### config.mk
export PLATFORM = sky130hd
export DESIGN_NAME = icc_queue
export DESIGN_NICKNAME = d
export VERILOG_FILES = /design/src/design/icc_pkg.sv /design/src/design/icc_queue.sv
export SDC_FILE = /design/constraint.sdc
export NUM_CORES = 1
export LEC_CHECK = 0
export BUFFER_PORTS_ARGS = -buffer_cell sky130_fd_sc_hd__buf_2
export CORE_AREA = 2 2 169 171
export DETAILED_ROUTE_END_ITERATION = 8
export DIE_AREA = 0 0 171 173
export SYNTH_ARGS = -nofsm -noshare
export SYNTH_HDL_FRONTEND = slang
export SYNTH_SLANG_ARGS = --single-unit
### constraint.sdc
create_clock -name clk -period 3.22 [get_ports clk]
set_input_delay 0.322 -clock clk [delete_from_list [all_inputs] [get_ports clk]]
set_output_delay 0.322 -clock clk [all_outputs]
set_load 0.005 [all_outputs]
### src/design/icc_pkg.sv
// Shared types and constants for the 3x3 clamped image convolution core.
// Holds field widths, register codes, the config bundle and the window job.
// No dependencies.
package icc_pkg;

  // Fixed geometry and field widths
  localparam int KERNEL_SIZE  = 3;
  localparam int PIX_W        = 8;
  localparam int LANE_W       = 8;
  localparam int WIDTH_REG_W  = 11;
  localparam int HEIGHT_REG_W = 11;
  localparam int PMAX_W       = 8;
  localparam int DIVR_W       = 16;
  localparam int KROW_W       = 24;
  localparam int CFG_INDEX_W  = 3;
  localparam int CFG_DATA_W   = 24;

  // Row counter saturates here; height is clamped to this many rows
  localparam int ROW_W        = 12;
  localparam int ROW_LIMIT    = 4095;
  localparam int HEIGHT_LIMIT = 1024;

  // Divider: eight quotient bits, remainder wide enough for divisor << 7
  localparam int QUO_W        = 8;
  localparam int DIV_W        = DIVR_W + QUO_W;

  // Job queue between front and back
  localparam int QUEUE_DEPTH  = 4;

  // Register reset values
  localparam logic [WIDTH_REG_W-1:0]  WIDTH_RESET   = 11'd512;
  localparam logic [HEIGHT_REG_W-1:0] HEIGHT_RESET  = 11'd512;
  localparam logic [PMAX_W-1:0]       PMAX_RESET    = 8'd255;
  localparam logic [DIVR_W-1:0]       DIVR_RESET    = 16'd1;
  localparam logic [KROW_W-1:0]       KTOP_RESET    = 24'h000000;
  localparam logic [KROW_W-1:0]       KMID_RESET    = 24'h010000;
  localparam logic [KROW_W-1:0]       KBOT_RESET    = 24'h000000;

  // Register indexes on the config port
  typedef enum logic [CFG_INDEX_W-1:0] {
    REG_IMAGE_WIDTH   = 3'd0,
    REG_IMAGE_HEIGHT  = 3'd1,
    REG_PIXEL_MAX     = 3'd2,
    REG_DIVISOR       = 3'd3,
    REG_KERNEL_TOP    = 3'd4,
    REG_KERNEL_MIDDLE = 3'd5,
    REG_KERNEL_BOTTOM = 3'd6
  } cfg_reg_e;

  // All configuration registers, kernel rows top to bottom
  typedef struct packed {
    logic [WIDTH_REG_W-1:0]               image_width;
    logic [HEIGHT_REG_W-1:0]              image_height;
    logic [PMAX_W-1:0]                    pixel_max;
    logic [DIVR_W-1:0]                    divisor;
    logic [KERNEL_SIZE-1:0][KROW_W-1:0]   kernel_row;
  } cfg_t;

  // 3x3 neighborhood, indexed [row][column], row 0 on top, column 0 left
  typedef logic [KERNEL_SIZE-1:0][KERNEL_SIZE-1:0][PIX_W-1:0] window_t;

  // One filter request from front to back
  typedef struct packed {
    window_t win;
    logic    last;
  } job_t;

endpackage

### src/design/icc_queue.sv
// Short FIFO of window jobs that decouples front and back.
// Depends on icc_pkg.
module icc_queue import icc_pkg::*; #(
  parameter int DEPTH = 4
) (
  input  logic clk,
  input  logic rst,
  input  job_t push_data,
  input  logic push_valid,
  output logic push_ready,
  output job_t pop_data,
  output logic pop_valid,
  input  logic pop_ready
);

  localparam int PTR_W = $clog2(DEPTH);
  localparam int CNT_W = $clog2(DEPTH + 1);

  job_t             slots [DEPTH];
  logic [PTR_W-1:0] wr_ptr;
  logic [PTR_W-1:0] rd_ptr;
  logic [CNT_W-1:0] count;
  logic             push;
  logic             pop;

  assign push_ready = (count != CNT_W'(DEPTH));
  assign pop_valid  = (count != '0);
  assign pop_data   = slots[rd_ptr];
  assign push       = push_valid && push_ready;
  assign pop        = pop_valid && pop_ready;

  // Store request
  always_ff @(posedge clk) begin
    if (push) begin
      slots[wr_ptr] <= push_data;
    end
  end

  // Advance pointers and fill level
  always_ff @(posedge clk) begin
    if (rst) begin
      wr_ptr <= '0;
      rd_ptr <= '0;
      count  <= '0;
    end else begin
      if (push) begin
        wr_ptr <= (wr_ptr == PTR_W'(DEPTH - 1)) ? '0 : wr_ptr + PTR_W'(1);
      end
      if (pop) begin
        rd_ptr <= (rd_ptr == PTR_W'(DEPTH - 1)) ? '0 : rd_ptr + PTR_W'(1);
      end
      case ({push, pop})
        2'b10:   count <= count + CNT_W'(1);
        2'b01:   count <= count - CNT_W'(1);
        default: count <= count;
      endcase
    end
  end

endmodule

Word-level counts from Yosys, hierarchy flattened
Memories as Yosys holds them, arrays and structs flattened. A register that Yosys moved wholly into a read port is not among the register bits.
Index checks and enable logic that the tools add are counted.
{ "classes": {"addsub": 4, "n_eq_ne": 5, "mux": 7, "n_reduce_logical": 4} }
{ "op_table": {"columns": ["op", "n"], "rows": [
  ["$mux 2", 4],
  ["$eq 2x2->1 const B", 3],
  ["$pmux 3 s2", 1],
  ["$add 2x1->2 const B", 2],
  ["$add 3x1->3 const B", 1],
  ["$ne 3x3->1 const B", 1],
  ["$reduce_bool 3->1", 1],
  ["$sub 3x1->3 const B", 1],
  ["$eq 2x1->1 const B", 1],
  ["$logic_and 1x1->1", 2],
  ["$mux 1", 2],
  ["$reduce_bool 2->1", 1]
]} }
{ "totals": {"regBits": 7, "ramBits": 292, "elab_cells": 24, "mem_count": 1} }
{ "memory_table": {"columns": ["name", "depth", "word_bits", "rd", "rd_ports_with_merged_regs", "wr", "line", "rtl"], "rows": [
  ["slots", 4, 73, 1, 1, 1, "icc_queue.sv:19", "job_t slots [DEPTH];"]
]} }

Depth between registers and ports, before layout
{ "logic_depth": {"depth_word": 4, "ltp_mapped": 9, "ltp_nobuf": 8} }

Worst setup path after synthesis
OpenSTA, ideal clock, no wires.
{ "synth_timing": {"path_kind": "flip-flop to flip-flop", "start": "register count[2]", "end": "register count[2]", "arrival_ns": 2.178, "path_slack_ns": 0.971, "path_stages_with_launch": 10, "path_buffers": 1, "period_less_slack_ns": 2.249, "cell_sequence": "dfxtp_1 -> or3b_1 -> buf_6 -> nand2_2 -> ha_1 -> inv_1 -> fa_1 -> xor2_1 -> or3_2 -> a21oi_1"} }
{ "synth_via": {"elab_chain_cells": 4, "elab_cells_between_ends": 10, "cone_classes": "add/sub: 2; eq/ne: 3; mux: 1; reduce/logical: 4"} }
{ "synth_lines": {"columns": ["element", "line", "rtl"], "rows": [
  ["from (decl)", "icc_queue.sv:22", "logic [CNT_W-1:0] count;"],
  ["from (signal assigned)", "icc_queue.sv:53", "2'b10: count <= count + CNT_W'(1);"],
  ["from (signal assigned)", "icc_queue.sv:54", "2'b01: count <= count - CNT_W'(1);"],
  ["from (signal assigned)", "icc_queue.sv:55", "default: count <= count;"],
  ["$ne 3x3->1 (*)", "icc_queue.sv:26", "assign push_ready = (count != CNT_W'(DEPTH));"],
  ["via push_ready", "icc_queue.sv:10", "output logic push_ready,"],
  ["$logic_and 1x1->1 (*)", "icc_queue.sv:29", "assign push = push_valid && push_ready;"],
  ["$eq 2x1->1 or $eq 2x2->1 (tied branches)", "icc_queue.sv:52", "case ({push, pop})"],
  ["$pmux 3 s2 or $reduce_bool 2->1 (tied branches)", null, null]
]} }
Mark *: on every way through the listed nets, which the timed path passes. The rest lies on a longest branch.
A chain may end at the register's enable or synchronous reset.

==> run summary <==
The count of nets after finishing is 763. After detailed routing, the number of remaining DRC violations is 0. In the final layout, the multi-input gates occupy 1940 um2. The weighted congestion at the end of routability-driven global placement came out at 0.776. The highest attainable clock frequency is 379 MHz. The critical path required time is 2.90 ns. The number of port buffers is 151. The total of flip-flops plus latches after synthesis is 301.

The final count of pins violating max slew is 0. The total global routing track utilization is 13.5%. The startpoint type of the worst setup path is a register.

The maximum fanout encountered on the critical timing path came out at 24. The effective utilization at floorplan came out at 39.8%. The number of antenna violations at the first check in global routing is 2.

The arrival time of data at the critical path endpoint is 2.31 ns. The floorplan has 61 rows. The mapped netlist covers between 10,000 and 15,000 um2. When the netlist entered floorplanning its net count stood at 517.

The adder-cell area share of the yosys netlist came out at 0.864%. TritonCTS built the clock tree. At the later pin of the worst-skew pair, clock insertion delay measures 0.54 ns. In this run the standard cell core region covers 27,600 um2.

The detailed router placed 5,158 vias in this run. Dividing the detail-routed wire length by the instance count gives 18.4 um. For the pin with the worst max-slew slack, the measured transition is 0.603 ns.

The die outline area came out at ~30,000 um2. Synthesis produced a netlist whose cell count is approximately 430. The number of DRC markers after the initial detailed-route iteration is 216.

The synthesis-to-layout area growth is 26.5%. After synthesis, the largest area contributor takes up 79.7% of total cell area. Timing analysis after detailed placement gives a worst setup slack of 0.759 ns.

The root buffer cell chosen for the clock tree is sky130_fd_sc_hd__clkbuf_16. After clock tree synthesis, the clock-pin slew on the worst setup and hold paths is 0.06 ns. Counting every sink on the clock net gives 301. The number of top-level pins is 152. The max-cap check violation count is 0. The critical path is of the register to output port type. The filler cell count came out at roughly 2,200. The total routed wirelength is 19,900 um. Adding up every negative setup slack in the final design gives 0 ns.

The analysis attributes to cell leakage a power of approximately 4.7 nW. The synthesized-area fraction occupied by and/or/nand/nor cells came out at 0.944%. The wire length of the first global-routing pass came out at 30,800 um. The maximum clock skew at final layout is 0.0107 ns. The mean post-synth cell area is 25.4 um2.

The time the worst path needs with I/O delays and setup is 2.64 ns. The final count of hold timing violations came out at 0. STA classifies the critical path endpoint as an output port. The die span in x came out at 171 um. Entering global routing, the biggest net connects 40 pins. The worst hold path begins at push_data[63]. The aggregate global routing overflow came out at 0.

The main flop type after synthesis is sky130_fd_sc_hd__edfxtp_1. The vias per cell is ~4.8. The fraction of layout cells with a size suffix above 1 came out at 40.5%. The compound-gate portion of the synthesized area is less than 1%. The synthesized design spends more area on one cell type than any other, namely sky130_fd_sc_hd__edfxtp_1. The first detailed-routing pass took 4 iterations. The mux cell area share after synthesis is 15.1%. The post-place instance area is 12,300 um2. Power spread over the standard cell area amounts to 713 nW/um2. The number of enable flip-flop cells after synthesis is 292. Setup repair after global routing left no endpoint under its margin.

The CTS buffer count came out at 31. The worst vdd rail ir drop is 0.475 mV. In the post-synthesis netlist, the biggest area contributors are sky130_fd_sc_hd__edfxtp_1 80%, sky130_fd_sc_hd__mux4_2 15%, sky130_fd_sc_hd__dfxtp_1 1.6%. The number of H-tree branching levels is 1.

The filler-free cell count of the finished design came out at between 1,000 and 1,500. The number of global-route vias before repair is about 5,700. The y dimension of the die is 173 um.

After synthesis, the largest family of logic cells by area is multiplexers. In this run the remaining antenna-violating nets after routing total 0. In the final layout, flip-flops and latches occupy 8960 um2. The start of the worst register-to-register path is count[2]$_SDFFE_PP0P_. The worst path meets setup with 0.584 ns of slack.

The total setup buffers inserted after CTS came out at 0. The repair_antennas step left the layout with diodes totalling 0. The worst max-slew margin expressed relative to the limit came out at 59.8%.

Cells fill 50.4% of the core in the end. The part of the Yosys area used for sequential elements came out at around 80%. The post-route cell area came out at 13,900 um2. Once detailed placement completed, the half-perimeter wirelength came to 11,700 um.

The unique cell type count in the Yosys netlist came out at 26. The count of final setup violators is 0. In this run the worst hold path is classified as primary input to register.

After Yosys synthesis, XOR and XNOR cells account for less than 1% of the synthesized area. The flow ran to the end, and the final reports show no timing, DRC or antenna violations. The share of the clock period used by the worst path is between 80 and 90%. After synthesis, the share of flip-flops with an asynchronous set or reset is 0%. Yosys printed 0 warnings. The count of placed standard cells including taps is ~950.

The buffer levels on the longest clock path came out at 3.
[area by class of cell]
type / instances / share of cell area, %
Sequential cell: 301 / 64.3
Multi-Input combinational cell: 108 / 13.9
Timing Repair Buffer: 231 / 11.6
Clock buffer: 36 / 5.71
Tap cell: 378 / 3.40
Clock inverter: 20 / 0.872
Inverter: 6 / 0.162
[per-stage QoR]
step	power, mW	hold WS (ns)
after floorplan	6.05	0.421
after global placement	6.78	0.470
after detailed placement	6.84	0.502
after CTS	10.1	0.00609
after global routing	10.4	0.0124
final	9.93	0.0302
[cell usage after synthesis (3+ instances only)]
| master | count |
|---|---|
| sky130_fd_sc_hd__clkbuf_1 | 4 |
| sky130_fd_sc_hd__ha_1 | 6 |
| sky130_fd_sc_hd__dfxtp_1 | 9 |
| sky130_fd_sc_hd__a21oi_1 | 3 |
| sky130_fd_sc_hd__inv_1 | 6 |
| sky130_fd_sc_hd__and3_2 | 4 |
| sky130_fd_sc_hd__buf_4 | 7 |
| sky130_fd_sc_hd__mux4_2 | 73 |
| sky130_fd_sc_hd__nor2_1 | 4 |
| sky130_fd_sc_hd__edfxtp_1 | 292 |
| sky130_fd_sc_hd__buf_1 | 4 |
[cells in the final DEF (no fill, tap or decap), drive strengths merged, types with 2 or more instances in the layout]
cell type	n
ha	6
a21oi	3
inv	6
edfxtp	292
nand2b	2
nand2	2
buf	159
clkbuf	36
xor2	2
dfxtp	9
mux2i	2
or3	4
o21ai	2
and3	4
dlygate4sd3	72
nor2	4
clkinv	19
mux4	73
[repair_timing]
item                                   in CTS  in global routing
resized for setup                           0                  0
endpoints found under the hold margin     288                  0
hold buffers                               72                  0
[power breakdown]
part | switching [mW] | internal, mW | total, mW
Sequential | 0.180 | 4.71 | 4.89
Clock | 1.35 | 1.83 | 3.18
Combinational | 0.849 | 1.01 | 1.86
[registers in the layout, summed over array words and instances, names as in the netlist, named ones only]
| register | cells |
|---|---|
| count | 3 |
| rd_ptr | 2 |
| slots | 292 |
| wr_ptr | 2 |
[worst paths after layout]
| check | depth (start not counted) | slack [ns] | end |
|---|---|---|---|
| max | 3 | 0.58 | pop_data[50] |
| min | 1 | 0.03 | slots[0][63]$_DFFE_PP_ |
| max reg2reg | 8 | 0.74 | count[2]$_SDFFE_PP0P_ |
| min reg2reg | 2 | 0.51 | register |
[per-layer routing]
layer / share of wire, % / global-route usage [%]
met3: 5.7 / 3.62
met2: 50 / 23.2
met1: 41 / 16.8
met4: 2.5 / 3.46
met5: 0.11 / 0
[critical path, cell delays in order, from the launching register on]
cell and delay (ns):
sky130_fd_sc_hd__dfxtp_4 0.67, sky130_fd_sc_hd__buf_4 0.38, sky130_fd_sc_hd__mux4_2 0.56, sky130_fd_sc_hd__buf_2 0.14
[logic make-up (layout without fill, tap and decap cells)]
group | Yosys count | count (layout)
AND/OR/NAND/NOR | 17 | 17
multiplexers | 75 | 75
flip-flops | 301 | 301
XOR/XNOR | 2 | 2
adder cells (fa/ha/maj) | 7 | 7
AO/OA/AOI/OAI | 7 | 7
buffers and inverters | 24 | 293
(Power assumes the default switching activity.)
