`src/design/icc_pkg.sv`:
```
// Shared types and constants for the 3x3 clamped image convolution core.
// Holds field widths, register codes, the config bundle and the window job.
// No dependencies.
package icc_pkg;

  // Fixed geometry and field widths
  localparam int KERNEL_SIZE  = 3;
  localparam int PIX_W        = 8;
  localparam int LANE_W       = 8;
  localparam int WIDTH_REG_W  = 11;
  localparam int HEIGHT_REG_W = 11;
  localparam int PMAX_W       = 8;
  localparam int DIVR_W       = 16;
  localparam int KROW_W       = 24;
  localparam int CFG_INDEX_W  = 3;
  localparam int CFG_DATA_W   = 24;

  // Row counter saturates here; height is clamped to this many rows
  localparam int ROW_W        = 12;
  localparam int ROW_LIMIT    = 4095;
  localparam int HEIGHT_LIMIT = 1024;

  // Divider: eight quotient bits, remainder wide enough for divisor << 7
  localparam int QUO_W        = 8;
  localparam int DIV_W        = DIVR_W + QUO_W;

  // Job queue between front and back
  localparam int QUEUE_DEPTH  = 4;

  // Register reset values
  localparam logic [WIDTH_REG_W-1:0]  WIDTH_RESET   = 11'd512;
  localparam logic [HEIGHT_REG_W-1:0] HEIGHT_RESET  = 11'd512;
  localparam logic [PMAX_W-1:0]       PMAX_RESET    = 8'd255;
  localparam logic [DIVR_W-1:0]       DIVR_RESET    = 16'd1;
  localparam logic [KROW_W-1:0]       KTOP_RESET    = 24'h000000;
  localparam logic [KROW_W-1:0]       KMID_RESET    = 24'h010000;
  localparam logic [KROW_W-1:0]       KBOT_RESET    = 24'h000000;

  // Register indexes on the config port
  typedef enum logic [CFG_INDEX_W-1:0] {
    REG_IMAGE_WIDTH   = 3'd0,
    REG_IMAGE_HEIGHT  = 3'd1,
    REG_PIXEL_MAX     = 3'd2,
    REG_DIVISOR       = 3'd3,
    REG_KERNEL_TOP    = 3'd4,
    REG_KERNEL_MIDDLE = 3'd5,
    REG_KERNEL_BOTTOM = 3'd6
  } cfg_reg_e;

  // All configuration registers, kernel rows top to bottom
  typedef struct packed {
    logic [WIDTH_REG_W-1:0]               image_width;
    logic [HEIGHT_REG_W-1:0]              image_height;
    logic [PMAX_W-1:0]                    pixel_max;
    logic [DIVR_W-1:0]                    divisor;
    logic [KERNEL_SIZE-1:0][KROW_W-1:0]   kernel_row;
  } cfg_t;

  // 3x3 neighborhood, indexed [row][column], row 0 on top, column 0 left
  typedef logic [KERNEL_SIZE-1:0][KERNEL_SIZE-1:0][PIX_W-1:0] window_t;

  // One filter request from front to back
  typedef struct packed {
    window_t win;
    logic    last;
  } job_t;

endpackage

```
`src/design/icc_if.sv`:
```


// Filtered pixel channel
interface icc_pix_out_if import icc_pkg::*; ();
  logic             valid;
  logic             ready;
  logic [PIX_W-1:0] pixel_out;
  logic             last_pixel;

  modport source (output valid, output pixel_out, output last_pixel, input ready);
  modport sink   (input valid, input pixel_out, input last_pixel, output ready);
endinterface


```
`src/design/icc_back.sv`:
```
// Back end: 3x3 multiply-accumulate, clamp test and an 8-stage restoring
// divider feeding the output register. Depends on icc_pkg and icc_if.
module icc_back import icc_pkg::*; #(
  parameter int COEFF_BITS = 8
) (
  input  logic          clk,
  input  logic          rst,
  input  cfg_t          cfg,
  input  job_t          job,
  input  logic          job_valid,
  output logic          job_ready,
  icc_pix_out_if.source results
);

  localparam int PROD_W  = COEFF_BITS + PIX_W;
  localparam int RS_W    = PROD_W + 2;
  localparam int SUM_W   = PROD_W + 4;
  localparam int LIMIT_W = PMAX_W + DIVR_W;

  typedef struct packed {
    logic             last;
    logic             neg;
    logic             big;
    logic [DIV_W-1:0] rem;
    logic [QUO_W-1:0] quo;
  } div_stage_t;

  logic en;

  logic signed [COEFF_BITS-1:0] coef [KERNEL_SIZE][KERNEL_SIZE];

  // Multiply stage
  logic                     s1_valid;
  logic                     s1_last;
  logic signed [PROD_W-1:0] s1_prod [KERNEL_SIZE][KERNEL_SIZE];
  // Row sum stage
  logic                     s2_valid;
  logic                     s2_last;
  logic signed [RS_W-1:0]   s2_row [KERNEL_SIZE];
  // Total sum stage
  logic                     s3_valid;
  logic                     s3_last;
  logic signed [SUM_W-1:0]  s3_sum;
  // Divider stages, index 0 holds the classified sum
  logic [QUO_W:0]           dv_valid;
  div_stage_t               dv      [QUO_W+1];
  div_stage_t               dv_next [QUO_W+1];
  // Output register
  logic                     out_valid;
  logic [PIX_W-1:0]         out_pixel;
  logic                     out_last;

  logic [PMAX_W-1:0]  pm_eff;
  logic [PMAX_W-1:0]  top_val;
  logic [DIVR_W-1:0]  d_eff;
  logic [LIMIT_W-1:0] limit;

  // Whole pipeline moves unless the output holds an untaken result
  assign en        = !out_valid || results.ready;
  assign job_ready = en;

  assign results.valid      = out_valid;
  assign results.pixel_out  = out_pixel;
  assign results.last_pixel = out_last;

  // Effective config values
  always_comb begin
    pm_eff  = (cfg.pixel_max == '0) ? PMAX_W'(1) : cfg.pixel_max;
    top_val = pm_eff - PMAX_W'(1);
    d_eff   = (cfg.divisor == '0) ? DIVR_W'(1) : cfg.divisor;
  end

  // Quotient reaches pixel_max exactly when the sum reaches this bound
  always_ff @(posedge clk) begin
    limit <= LIMIT_W'(pm_eff) * LIMIT_W'(d_eff);
  end

  // Pick coefficients out of the byte lanes
  always_comb begin
    for (int i = 0; i < KERNEL_SIZE; i++) begin
      for (int j = 0; j < KERNEL_SIZE; j++) begin
        coef[i][j] = signed'(cfg.kernel_row[i][LANE_W*j +: COEFF_BITS]);
      end
    end
  end

  // Divider steps: one quotient bit per stage, most significant first
  always_comb begin
    dv_next[0].last = s3_last;
    dv_next[0].neg  = s3_sum[SUM_W-1] || (s3_sum == '0);
    dv_next[0].rem  = DIV_W'(s3_sum[SUM_W-2:0]);
    dv_next[0].big  = !dv_next[0].neg && (DIV_W'(s3_sum[SUM_W-2:0]) >= DIV_W'(limit));
    dv_next[0].quo  = '0;
    for (int k = 0; k < QUO_W; k++) begin
      dv_next[k+1] = dv[k];
      if (dv[k].rem >= (DIV_W'(d_eff) << (QUO_W - 1 - k))) begin
        dv_next[k+1].rem             = dv[k].rem - (DIV_W'(d_eff) << (QUO_W - 1 - k));
        dv_next[k+1].quo[QUO_W-1-k]  = 1'b1;
      end
    end
  end

  // Valid bits along the pipeline
  always_ff @(posedge clk) begin
    if (rst) begin
      s1_valid  <= 1'b0;
      s2_valid  <= 1'b0;
      s3_valid  <= 1'b0;
      dv_valid  <= '0;
      out_valid <= 1'b0;
    end else if (en) begin
      s1_valid  <= job_valid;
      s2_valid  <= s1_valid;
      s3_valid  <= s2_valid;
      dv_valid  <= {dv_valid[QUO_W-1:0], s3_valid};
      out_valid <= dv_valid[QUO_W];
    end
  end

  // Datapath
  always_ff @(posedge clk) begin
    if (en) begin
      // multiply each pixel by its coefficient
      s1_last <= job.last;
      for (int i = 0; i < KERNEL_SIZE; i++) begin
        for (int j = 0; j < KERNEL_SIZE; j++) begin
          s1_prod[i][j] <= PROD_W'(coef[i][j]) * PROD_W'(signed'({1'b0, job.win[i][j]}));
        end
      end
      // sum along rows
      s2_last <= s1_last;
      for (int i = 0; i < KERNEL_SIZE; i++) begin
        s2_row[i] <= RS_W'(s1_prod[i][0]) + RS_W'(s1_prod[i][1]) + RS_W'(s1_prod[i][2]);
      end
      // sum rows
      s3_last <= s2_last;
      s3_sum  <= SUM_W'(s2_row[0]) + SUM_W'(s2_row[1]) + SUM_W'(s2_row[2]);
      // divide
      for (int k = 0; k <= QUO_W; k++) begin
        dv[k] <= dv_next[k];
      end
      // clamp into the output register
      out_last <= dv[QUO_W].last;
      if (dv[QUO_W].neg) begin
        out_pixel <= '0;
      end else if (dv[QUO_W].big) begin
        out_pixel <= top_val;
      end else begin
        out_pixel <= dv[QUO_W].quo;
      end
    end
  end

endmodule

```
`src/flat_wrapper.sv`:
```
// flat-port wrapper written by rule: the top's interface ports become plain ports
module icc_back_flat import icc_pkg::*;
#(
  parameter int COEFF_BITS = 8
)
  (clk, rst, cfg, job, job_valid, job_ready, results_valid, results_pixel_out, results_last_pixel, results_ready);
  icc_pix_out_if results_i ();
  input  logic clk;
  input  logic rst;
  input  cfg_t cfg;
  input  job_t job;
  input  logic job_valid;
  output logic job_ready;
  output wire logic [$bits(results_i.valid)-1:0] results_valid;
  output wire logic [$bits(results_i.pixel_out)-1:0] results_pixel_out;
  output wire logic [$bits(results_i.last_pixel)-1:0] results_last_pixel;
  input wire logic [$bits(results_i.ready)-1:0] results_ready;
  assign results_valid = results_i.valid;
  assign results_pixel_out = results_i.pixel_out;
  assign results_last_pixel = results_i.last_pixel;
  assign results_i.ready = results_ready;
  icc_back #(.COEFF_BITS(COEFF_BITS)) u_core (.clk(clk), .rst(rst), .cfg(cfg), .job(job), .job_valid(job_valid), .job_ready(job_ready), .results(results_i));
endmodule
```
`config.mk`:
```
export PLATFORM = sky130hd
export DESIGN_NAME = icc_back_flat
export DESIGN_NICKNAME = d
export VERILOG_FILES = /design/src/design/icc_pkg.sv /design/src/design/icc_if.sv /design/src/design/icc_back.sv /design/src/flat_wrapper.sv
export SDC_FILE = /design/constraint.sdc
export NUM_CORES = 2
export LEC_CHECK = 0
export ABC_AREA = 1
export BUFFER_PORTS_ARGS = -buffer_cell sky130_fd_sc_hd__buf_2
export CAP_MARGIN = 20
export CELL_PAD_IN_SITES_DETAIL_PLACEMENT = 0
export CELL_PAD_IN_SITES_GLOBAL_PLACEMENT = 2
export CORE_MARGIN = 3
export CORE_UTILIZATION = 35
export DETAILED_ROUTE_END_ITERATION = 12
export GPL_TIMING_DRIVEN = 0
export PLACE_DENSITY_LB_ADDON = 0.1
export SYNTH_ARGS = -nofsm -noshare
export SYNTH_HDL_FRONTEND = slang
export SYNTH_SLANG_ARGS = --single-unit
```
`constraint.sdc`:
```
create_clock -name clk -period 17.4 [get_ports clk]
set_input_delay 1.74 -clock clk [delete_from_list [all_inputs] [get_ports clk]]
set_output_delay 1.74 -clock clk [all_outputs]
set_load 0.005 [all_outputs]
```
Word-level counts from Yosys, hierarchy flattened
Memory sizes are Yosys's and may differ from the RTL's.
Cells that the tools add are included.
{ "totals": {"reg_bits": 69, "ramBits": 513, "inputBits": 195, "output_inout_bits": 11, "elab_cells": 79, "n_memories": 3} }
{ "memory_table": {"columns": ["memory", "depth", "width", "rd", "rd_clocked_by_memory_dff", "write_ports", "line_no", "rtl"], "rows": [
  ["u_core.dv", 9, 35, 9, 0, 9, "icc_back.sv:46", "div_stage_t dv [QUO_W+1];"],
  ["u_core.s1_prod", 3, 48, 3, 0, 3, "icc_back.sv:35", "logic signed [PROD_W-1:0] s1_prod [KERNEL_SIZE][KERNEL_SIZE];"],
  ["u_core.s2_row", 3, 18, 3, 0, 3, "icc_back.sv:39", "logic signed [RS_W-1:0] s2_row [KERNEL_SIZE];"]
]} }
{ "classes": {"addsub": 17, "mul": 10, "magnitude_cmp": 9, "muxes": 20, "n_reduce_logical": 8} }
{ "ops": {"columns": ["op", "n"], "rows": [
  ["two-way mux 24 bit", 7],
  ["multiplier 8 x 9 -> 16 bit", 9],
  ["adder 17 x 16 -> 18 bit", 3],
  ["adder 16 x 16 -> 17 bit", 3],
  ["two-way mux 25 bit", 1],
  [">= comparator 19 x 24 -> 1 bit", 1],
  [">= comparator 24 x 16 -> 1 bit", 1],
  [">= comparator 24 x 17 -> 1 bit", 1],
  [">= comparator 24 x 18 -> 1 bit", 1],
  [">= comparator 24 x 19 -> 1 bit", 1],
  [">= comparator 24 x 20 -> 1 bit", 1],
  [">= comparator 24 x 21 -> 1 bit", 1],
  [">= comparator 24 x 22 -> 1 bit", 1],
  [">= comparator 24 x 23 -> 1 bit", 1],
  ["multiplier 8 x 16 -> 24 bit", 1],
  ["subtractor 24 x 16 -> 24 bit", 1],
  ["subtractor 24 x 17 -> 24 bit", 1],
  ["subtractor 24 x 18 -> 24 bit", 1],
  ["subtractor 24 x 19 -> 24 bit", 1],
  ["subtractor 24 x 20 -> 24 bit", 1],
  ["subtractor 24 x 21 -> 24 bit", 1],
  ["subtractor 24 x 22 -> 24 bit", 1],
  ["subtractor 24 x 23 -> 24 bit", 1],
  ["adder 19 x 18 -> 20 bit", 1],
  ["other kinds (11)", 22]
]} }

Logic depth before layout (Yosys ltp)
{ "logic_depth": {"depth_word": 4, "mapped_depth": 25, "ltp_nobuf": 24} }

Worst setup path after synthesis
OpenSTA, ideal clock, no wires.
{ "synth_path": {"path_kind": "input -> output", "start": "in results_ready", "end": "out job_ready", "arrival_time_ps": 15065, "required_time_ps": 15660, "path_slack_ps": 595, "path_stages": 3, "n_path_buf": 1, "cell_sequence": "nor2_1 > inv_1 > clkbuf_1"} }
{ "synth_between": {"elab_chain_cells": 1} }
{ "synth_lines": {"columns": ["item", "line_no", "rtl"], "rows": [
  ["start, declared", "flat_wrapper.sv:17", "input wire logic [$bits(results_i.ready)-1:0] results_ready;"],
  ["logical OR 1 bit", "icc_back.sv:59", "assign en = !out_valid || results.ready;"],
  ["end, declared", "flat_wrapper.sv:13", "output logic job_ready;"]
]} }
No other way between the ends.

Final worst setup path
{ "layout_path": {"start": "in cfg[73] in the netlist's numbering", "end": "reg u_core.limit[16]"} }
{ "layout_between": {"elab_chain_cells": 3} }
{ "layout_lines": {"columns": ["item", "line_no", "rtl"], "rows": [
  ["start, declared", "flat_wrapper.sv:10", "input cfg_t cfg;"],
  ["zero test 16 bit", "icc_back.sv:70", "d_eff = (cfg.divisor == '0) ? DIVR_W'(1) : cfg.divisor;"],
  ["two-way mux 16 bit (*)", "icc_back.sv:70", null],
  ["multiplier 8 x 16 -> 24 bit (*)", "icc_back.sv:75", "limit <= LIMIT_W'(pm_eff) * LIMIT_W'(d_eff);"],
  ["end signal, assigned", "icc_back.sv:75", null],
  ["end, declared", "icc_back.sv:56", "logic [LIMIT_W-1:0] limit;"]
]} }
Every way passes the cells marked *; elsewhere a longest branch is shown, timed or not.
A chain may end at the register's enable or synchronous reset.

==> impl_results.md <==
- Die ar.: 0.165 mm2
- Critical Path AT: 6.76 ns
- Tmin final: 6.25 ns
- Clk sinks: 517
- Worst Reg2Reg Path Length in Cells: 10
- Vias per cell: 4.58
- # port buffers: 27
- Slew headroom: 0.288
- Detailed Place HPWL: 125000 um
- YS warnings: 0
- Ys flop type: edfxtp_1
- Vias in the first global route: 44.2k
- Die height: 406 um
- Finished Core Util: 0.387
- Initial DRT Pass Iterations: 8
- Total chip power: 0.0114 W
- Place WS: 10.46 ns
- CTS Buf Count: 66
- Setup bufs post-CTS: 0
- Final count of hold timing violations: 0
- Final Skew: 0.0363 ns
- Crit. End Element: register
- IO Count: 206
- Synth top area share: 0.257
- Area Overhead vs Synth: 9.46%
- Gr usage total: 0.186
- Design area: 0.0614 mm2
- Netlist Area Pre-Place: 0.0561 mm2
- Clk slew on worst S/H paths: 0.05 ns
- Placer congestion estimate: 0.822
- Syn Area/Cell: 8.00 um2
- Final ANT Viol Nets: 0
- Row cnt: 146
- H-Tree Depth: 3
- Drt drc: 0
- Clock latency at the later pin of the worst-skew pair: 0.66 ns
- Synthesized Nets: 8309
- Pleak: 33.1 nW
- Clock Tree Root: clkbuf_16
- CTS Hold Bufs: 0
- Diode count: 0
- Clock buffer depth: 3
- Hold path endpoint: u_core.dv[0][67]
- Fmax: 160 MHz
- Iteration-0 DRC Markers: 1855
- Max-Cap Viols: 0
- Worst Hold Depth: 0
- Final period util: 0.359
- Routed WL: 150000 um
- Count leader, synth: nand2_1
- First-pass GRT wire length: 242000 um
- Post-synth EDFFs: 480
- Worst Setup Path Type: input pin to register
- Synth area leaders: edfxtp_1 (26%), fa_1 (18%), nand2_1 (14%)
- Largest net degree at the start of global routing: 69
- Gr ovfl total: 0
- Crit path required time: 17.91 ns
- Count of final setup violators: 0
- Core Area: 0.159 mm2
- Post-route setup slack: 11.15 ns
- Mapped Cells: 7006
- Hold Startpoint: u_core.dv[0][32]
- Hold crit path type: register to register
- Post-synthesis register bit count: 517
- Starting Density: 0.353
- Total Neg Setup Slack: 0 ns
- Fillcell total: 16.7k
- TritonCTS clock tree: done
- Worst flop-to-flop path endpoint: u_core.s2_row[0][35]
- Least-Margin Pin Slew: 1.07 ns
- Power per standard cell area: 185 mW/mm2
- Layout cells sized above 1: 0.0430
- Synth top cells by count: nand2_1 (2053), inv_1 (1539), ha_1 (614), fa_1 (494), edfxtp_1 (480)
- Crit Path Max Fanout: 10
- Resize count post-CTS: 0
- Initial antenna violation count: 0
- Yosys top cell by area: edfxtp_1
- DR WL/cell: 16.2 um
- Worst vdd ir: 0.000105 V
- Sequential share of the synthesized area: 0.270
- R2r startpoint: u_core.s1_prod[1][1]
- Final nets: 8416
- Asr flop ratio synth: 0
- Placed inst area: 0.0591 mm2
- Run status: finished, final reports clean
- Synth cell types: 52
- Reg2reg setup slack: 14.49 ns
- Chip width: 406 um
- Vias: 42.3k
- RSZ-0062 raised after global routing: no
- Max-slew violation count: 0
- Startpoint type of the worst setup path: input pin
[worst max-delay path by stage]
stage / start / end / depth (start not counted)
final: cfg[73] / u_core.limit[16] / 20
after global routing: cfg[73] / u_core.limit[16] / 20
after CTS: cfg[73] / u_core.limit[15] / 21
after detailed placement: cfg[73] / u_core.limit[16] / 20
after global placement: results_ready / job_ready / 5
after floorplan: results_ready / job_ready / 3
[registers in the layout (all words and copies together), names as in the netlist]
name / flops
u_core.dv: 250
u_core.s3_sum: 20
u_core.s3_last: 1
u_core.s2_valid: 1
u_core.results.last_pixel: 1
u_core.s1_last: 1
u_core.dv_valid: 9
u_core.results.valid: 1
u_core.s1_valid: 1
u_core.s3_valid: 1
u_core.s2_row: 54
u_core.s1_prod: 144
u_core.results.pixel_out: 8
u_core.s2_last: 1
u_core.limit: 24
[metal layers]
metal | up-vias | track usage | part of all wire | wire length [um]
met4 | 0 | 0.0413 | 0.019 | 2900
met3 | 137 | 0.0153 | 0.020 | 2930
li1 | 21700 | - | - | -
met2 | 415 | 0.338 | 0.51 | 76400
met1 | 20000 | 0.240 | 0.45 | 67800
met5 | - | 0 | 0 | 0
[critical path: stages]
cell      delay [ns]
clkbuf_1        0.29
nor4_1          0.36
nand4_1         0.13
nand2_1         0.64
inv_1           0.36
nor2_1          0.18
ha_1            0.16
inv_1           0.05
fa_1            0.49
inv_1           0.06
fa_1            0.48
inv_1           0.05
fa_1            0.50
inv_1           0.05
ha_1            0.33
a21oi_1         0.24
o21ai_0         0.19
o21ai_0         0.19
nand2_1         0.08
xor2_1          0.15
[power breakdown]
part	total, W	switching (W)	internal, W
Combinational	0.00721	0.00454	0.00267
Clock	0.00141	0.000581	0.000831
Sequential	0.00274	0.000401	0.00234
Total	0.0114	0.00552	0.00584
[cell type report]
type / count / area, um2 / area share
multi-input cells: 4748 / 34300 / 0.558
clock inverters: 43 / 490 / 0.00799
flip-flops and latches: 517 / 15200 / 0.247
clock buffers: 77 / 1770 / 0.0288
repair buffers: 39 / 453 / 0.00738
plain buffers: 189 / 838 / 0.0137
inverters: 1552 / 5830 / 0.0950
well taps: 2072 / 2590 / 0.0422
[layout by cell type (no fill, tap or decap), drive strengths merged, types with 4 or more instances in the layout]
master	count
a31oi	8
o21ai	113
o21bai	14
clkinv	25
nor4	9
edfxtp	480
xnor2	93
a21o	17
a211oi	11
or2	47
nand3	278
clkinvlp	6
o21a	8
inv	1558
and2	4
dfxtp	37
ha	614
nor2	413
o31ai	7
clkbuf	241
nand4	59
a21oi	292
nand2	2073
buf	64
xor2	136
nand3b	15
fa	494
o211ai	4
nor3	36
bufinv	6
[cell families after synthesis]
group | share of synthesized area
and+or+nand+nor | 0.214
buffers and inverters | 0.119
adders and majority gates | 0.313
DFF | 0.270
AOI/OAI and AO/OA | 0.0480
xor gates and xnor gates | 0.0358
[stage by stage]
| stage | hold slack (ns) | cells |
|---|---|---|
| floorplan | 0.400 | 7006 |
| global placement | 0.402 | 9105 |
| detailed placement | 0.405 | 9117 |
| CTS | 0.404 | 9237 |
| global route | 0.404 | 9237 |
| finish | 0.407 | 9237 |
Power figures use the tool's default switching activity.
